$ cat config.mk
export PLATFORM = sky130hd
export DESIGN_NAME = tvi_kernel
export DESIGN_NICKNAME = d
export VERILOG_FILES = /design/src/hdl/tvi_pkg.sv /design/src/hdl/tvi_kernel.sv
export SDC_FILE = /design/constraint.sdc
export NUM_CORES = 2
export LEC_CHECK = 0
export ABC_AREA = 1
export BUFFER_PORTS_ARGS = -buffer_cell sky130_fd_sc_hd__buf_2
export CORE_UTILIZATION = 49
export CTS_BUF_LIST = sky130_fd_sc_hd__clkbuf_4 sky130_fd_sc_hd__clkbuf_8
export DETAILED_ROUTE_END_ITERATION = 12
export PLACE_DENSITY_LB_ADDON = 0.05
export SYNTH_ARGS = -nofsm -noshare
export SYNTH_HDL_FRONTEND = slang
export SYNTH_SLANG_ARGS = --single-unit
$ cat constraint.sdc
create_clock -name clk -period 8 [get_ports clk]
set_clock_uncertainty 0.15 [all_clocks]
set_input_delay 0.4 -clock clk [delete_from_list [all_inputs] [get_ports clk]]
set_output_delay 0.4 -clock clk [all_outputs]
set_load 0.005 [all_outputs]
$ cat src/hdl/tvi_pkg.sv
`timescale 1ns / 1ps
// ----------------------------------------------------------------------------
// tvi_pkg
// Types, widths, codes and helpers of the tricubic volume interpolator.
// ----------------------------------------------------------------------------
package tvi_pkg;

  localparam int MAX_WIDTH_DEF  = 32;
  localparam int MAX_HEIGHT_DEF = 32;
  localparam int MAX_DEPTH_DEF  = 32;

  // index math width, covers bounds up to 511
  localparam int IDX_FW   = 9;

  localparam int VOX_W    = 16;
  localparam int VIDX_W   = 15;
  localparam int CRD_W    = 15;
  localparam int DIMREG_W = 6;
  localparam int KA_W     = 15;
  localparam int CFG_AW   = 2;
  localparam int CFG_DW   = 15;
  localparam int OUT_W    = 24;

  // kernel weight, Q16 signed
  localparam int WT_W     = 20;
  localparam int T_W      = 10;
  localparam int KTAG_W   = 4;

  // accumulator widths
  localparam int PR_W     = 36;
  localparam int XS_W     = 38;
  localparam int YP_W     = 40;
  localparam int YS_W     = 60;
  localparam int PL_W     = 40;
  localparam int ZP_W     = 42;
  localparam int TS_W     = 62;
  localparam int RES_W    = 38;

  localparam logic [DIMREG_W-1:0]    DIM_RST = 6'd32;
  localparam logic signed [KA_W-1:0] KA_RST  = -15'sd2048;

  localparam logic signed [OUT_W-1:0] OUT_MAX = 24'sh7FFFFF;
  localparam logic signed [OUT_W-1:0] OUT_MIN = 24'sh800000;

  typedef enum logic {
    CMD_WRITE = 1'b0,
    CMD_QUERY = 1'b1
  } cmd_t;

  typedef enum logic [CFG_AW-1:0] {
    CFG_VOL_WIDTH  = 2'd0,
    CFG_VOL_HEIGHT = 2'd1,
    CFG_VOL_DEPTH  = 2'd2,
    CFG_KERNEL_A   = 2'd3
  } cfg_idx_t;

  typedef struct packed {
    logic              vld;
    logic [KTAG_W-1:0] tag;
    logic [T_W-1:0]    t;
  } kin_t;

  typedef struct packed {
    logic                   vld;
    logic [KTAG_W-1:0]      tag;
    logic signed [WT_W-1:0] weight;
  } kout_t;

  // register value limited to 1..mx
  function automatic logic [IDX_FW-1:0] eff_dim(input logic [DIMREG_W-1:0] r,
                                                input logic [IDX_FW-1:0]   mx);
    logic [IDX_FW-1:0] rv;
    rv = IDX_FW'(r);
    if (rv == '0) begin
      return IDX_FW'(1);
    end else if (rv > mx) begin
      return mx;
    end
    return rv;
  endfunction

  // clamp a signed index into 0..hi
  function automatic logic [IDX_FW-1:0] clamp_idx(input logic signed [IDX_FW:0] raw,
                                                  input logic [IDX_FW-1:0]     hi);
    if (raw < 0) begin
      return '0;
    end else if (raw > $signed({1'b0, hi})) begin
      return hi;
    end
    return raw[IDX_FW-1:0];
  endfunction

endpackage

$ cat src/hdl/tvi_kernel.sv
`timescale 1ns / 1ps
// ----------------------------------------------------------------------------
// tvi_kernel
// Pipelined Keys cubic weight: Horner form in Q36, rounded to Q16.
// ----------------------------------------------------------------------------
module tvi_kernel (
  input  logic                             clk,
  input  logic                             rst_n,
  input  logic signed [tvi_pkg::KA_W-1:0]  kernel_a,
  input  tvi_pkg::kin_t                    kin,
  output tvi_pkg::kout_t                   kout
);
  import tvi_pkg::*;

  localparam int S1_W = 29;
  localparam int S2_W = 41;
  localparam int S3_W = 53;

  logic signed [16:0]     a17;
  logic signed [T_W:0]    t0s;
  logic                   near0;
  logic signed [16:0]     p0;
  logic signed [26:0]     q0;

  logic                   v1_r, v2_r, v3_r;
  logic [KTAG_W-1:0]      tag1_r, tag2_r, tag3_r;
  logic [T_W-1:0]         t1_r, t2_r;
  logic                   near1_r, near2_r;
  logic signed [S1_W-1:0] s1_r;
  logic signed [S2_W-1:0] s2_r;
  logic signed [S3_W-1:0] s3_r;
  logic signed [S2_W-1:0] r1;
  logic signed [S3_W-1:0] c2;
  kout_t                  kout_r;

  // inner segment |t| <= 1, outer segment 1 < |t| <= 2
  assign a17   = 17'(kernel_a);
  assign near0 = kin.t <= T_W'(256);
  assign t0s   = $signed({1'b0, kin.t});
  assign p0    = near0 ? a17 + 17'sd8192 : a17;
  assign q0    = near0 ? -((27'(a17) + 27'sd12288) <<< 8) : -((27'(a17) * 27'sd5) <<< 8);
  assign r1    = near1_r ? '0 : (S2_W'(kernel_a) <<< 19);
  assign c2    = near2_r ? (S3_W'(1) <<< 36) : -(S3_W'(kernel_a) <<< 26);

  always_ff @(posedge clk) begin
    if (!rst_n) begin
      v1_r       <= 1'b0;
      v2_r       <= 1'b0;
      v3_r       <= 1'b0;
      kout_r.vld <= 1'b0;
    end else begin
      v1_r       <= kin.vld;
      v2_r       <= v1_r;
      v3_r       <= v2_r;
      kout_r.vld <= v3_r;
    end
    tag1_r  <= kin.tag;
    t1_r    <= kin.t;
    near1_r <= near0;
    s1_r    <= S1_W'(p0) * S1_W'(t0s) + S1_W'(q0);

    tag2_r  <= tag1_r;
    t2_r    <= t1_r;
    near2_r <= near1_r;
    s2_r    <= S2_W'(s1_r) * S2_W'($signed({1'b0, t1_r})) + r1;

    tag3_r  <= tag2_r;
    s3_r    <= S3_W'(s2_r) * S3_W'($signed({1'b0, t2_r})) + c2;

    kout_r.tag    <= tag3_r;
    kout_r.weight <= WT_W'((s3_r + (S3_W'(1) <<< 19)) >>> 20);
  end

  assign kout = kout_r;

endmodule

==> flow_summary_export.csv <==
group,metric,value,unit
global_routing,grt_usage,27.1,%
timing,report.final.slew_viol_count,0,
die,start_util,49.7,%
critical_path,rr_startpoint,"t2_r[5]",
timing,worstMarginPinSlew,1.12,ns
timing,final-setup-viol-count,0,
clocking,numCtsBuffers,17,
route,drt-total-wl,96500,um
synth,avgSynthCellArea,7.57,sq um
critical_path,cp-startpoint,"kin[0]",
layout,finalNetCount,5815,
timing,layout_min_cycle_time,6.71,ns
route,drtPass1Iterations,7,
route,drc,0,
die,coreArea,73300,sq um
clocking,htreeDepth,4,
critical_path,cp.required,8.34,ns
synth,synth_cells,4816,
hold_path,min_from,"kernel_a[0]",
clocking,cts_sinks,152,
global_routing,grt_antenna_before_repair,3,
synth,yosysWarningCount,0,
die,num_rows,99,
placed_design,dpl_cell_area,37500,sq um
job,drv_cap,0,
critical_path,startpoint_type,"input port",
die,ioPinCount,57,
synth,synth.distinct_cells,54,
synth,synth_ff_type,"dfxtp_1",
timing,finalHoldViolCount,0,
clocking,clk_latency,0.58,ns
critical_path,arrival,7.05,ns
placed_design,portBuffers,56,
outcome,status,"complete, no violations",
placed_design,place.detailed.hpwl,80400,um
timing,fin_crit_sh,83.8,%
route,num_vias,27800,
synth,synth_top_area_share,39.0,%
global_routing,overflow,0,
synth,syn_nets,5865,
layout,syn_to_final_growth,4.37,%
layout,layout_commonest_cell,"inv_1",
synth,yosys.area.top_type,"fa_1",
critical_path,critical_path_class,"input port to flop",
die,die_w,275,um
global_routing,grt_max_degree,41,
synth,synth_edf_count,0,
route,antenna_left,0,
timing,max_freq,149,MHz
layout,final_cell_mix,"inv_1, nand2_1, fa_1",
synth,netlist_area,36400,sq um
synth,async_flop_share,0,%
route,wire_per_inst,16.8,um
synth,synthTopCellsByArea,"fa_1, inv_1, nand2_1",
timing,setup_tns,0,ns
die,die_h,275,um
synth,ys_seq_area_share,8.35,%
global_routing,grt_pass1_vias,29300,
timing,relSlewSlack,25.4,%
layout,fin_area,38000,sq um
global_routing,grt_pass1_wl,158000,um
clocking,cts_setup_buffers,0,
route,avgViaCountPerCell,4.84,
timing,rsz0062_at_grt,"false",
clocking,cts.clk_slew.worst_paths,0.10,ns
clocking,cts_buffer_depth,2,
critical_path,cp_max_fo,24,
placed_design,place_congestion,0.923,
clocking,cts_root_buffer,"clkbuf_8",
layout,drive_gt1_share,3.47,%
clocking,cts_tree,"built",
route,drt_iter0_drc,1597,
critical_path,cp-end-kind,"flop",
hold_path,hold_class,"input port to flop",
die,design.die.area,75500,sq um
synth,ys_ff_latch,152,
routing by layer:
metal / up-vias / GRT usage (%) / part of all wire (%)
li1: 13600 / - / -
met1: 13600 / 36.2 / 46
met2: 473 / 47.7 / 49
met3: 94 / 2.35 / 3.1
met4: 2 / 6.14 / 1.9
met5: - / 0 / 0.011
metrics by stage:
step	hold WS, ns	utilization, %	cells	setup WS [ns]
final	0.144	51.9	5740	1.29
after global routing	0.124	51.9	5739	0.848
after CTS	0.114	51.9	5738	1.38
after detailed placement	0.162	51.1	5689	0.963
after global placement	0.160	51.1	5689	1.05
after floorplan	0.160	-	4816	2.02
cells in the mapped netlist, drive strengths merged (4+ instances only):
cell type	count
inv	1479
nand2	1235
fa	710
ha	307
nor2	197
dfxtp	152
clkbuf	137
nand3	113
a21oi	111
xor2	83
o21ai	73
xnor2	50
a31oi	29
buf	25
nand4	23
nor3	20
a21o	19
o21bai	14
o21a	7
nor4	5
or2	5
a21boi	4
o221ai	4
registers in the layout, indices dropped and copies added (netlist names), 4 cells and up:
name / flops
s3_r: 21
s1_r: 29
tag2_r: 4
tag1_r: 4
tag3_r: 4
t1_r: 10
s2_r: 40
t2_r: 10
kout: 25
what timing repair did:
item	4_1_cts	5_1_grt
gates resized for setup	0	0
endpoints found under the hold margin	18	0
endpoints found under the setup margin	0	0
hold buffers	17	0
worst paths after layout:
kind	endpoint	slack, ns	cells past startpoint
worst max-delay path	s1_r[28]	1.29	28
worst min-delay path	s1_r[0]	0.14	3
worst max register to register	s3_r[39]	1.73	20
worst min register to register	kout[23]	0.17	0
cell families after synthesis:
family	count (synthesis)	share of synthesized area, %
AO/OA/AOI/OAI	267	4.28
flip-flops	152	8.35
buffers and inverters	1642	16.9
AND/OR/NAND/NOR	1605	17.6
XOR/XNOR	133	3.24
adder cells (fa/ha/maj)	1017	49.5
layout make-up:
type / instances / area [sq um]
Antenna cell: 2 / 5.00
Clock buffer: 18 / 248
Clock inverter: 14 / 151
Fill cell: 7331 / 35300
Inverter: 1480 / 5560
Multi-Input combinational cell: 3022 / 27200
Sequential cell: 152 / 3050
Tap cell: 959 / 1200
Timing Repair Buffer: 93 / 601
worst max-delay path: stages:
cell and delay [ns]:
dlygate4sd3_1 0.59, buf_2 0.28, inv_2 0.11, nand4_1 0.11, nor2_1 0.21, o21ai_4 0.07
buf_4 0.21, o21ai_2 0.35, nor2_1 0.16, fa_1 0.80, inv_1 0.12, fa_1 0.46
fa_1 0.56, fa_1 0.44, fa_1 0.54, inv_1 0.04, ha_1 0.36, nand2_1 0.09
inv_1 0.06, nand3_1 0.09, nor2_1 0.18, nand4_1 0.13, nand3_1 0.17, nand2_1 0.07
nand2_1 0.11, nand2_1 0.07, nand3_1 0.09, xor2_1 0.17
Power is not shown: default switching activity piles up to over one toggle a cycle in this logic, so the estimate is an artifact.
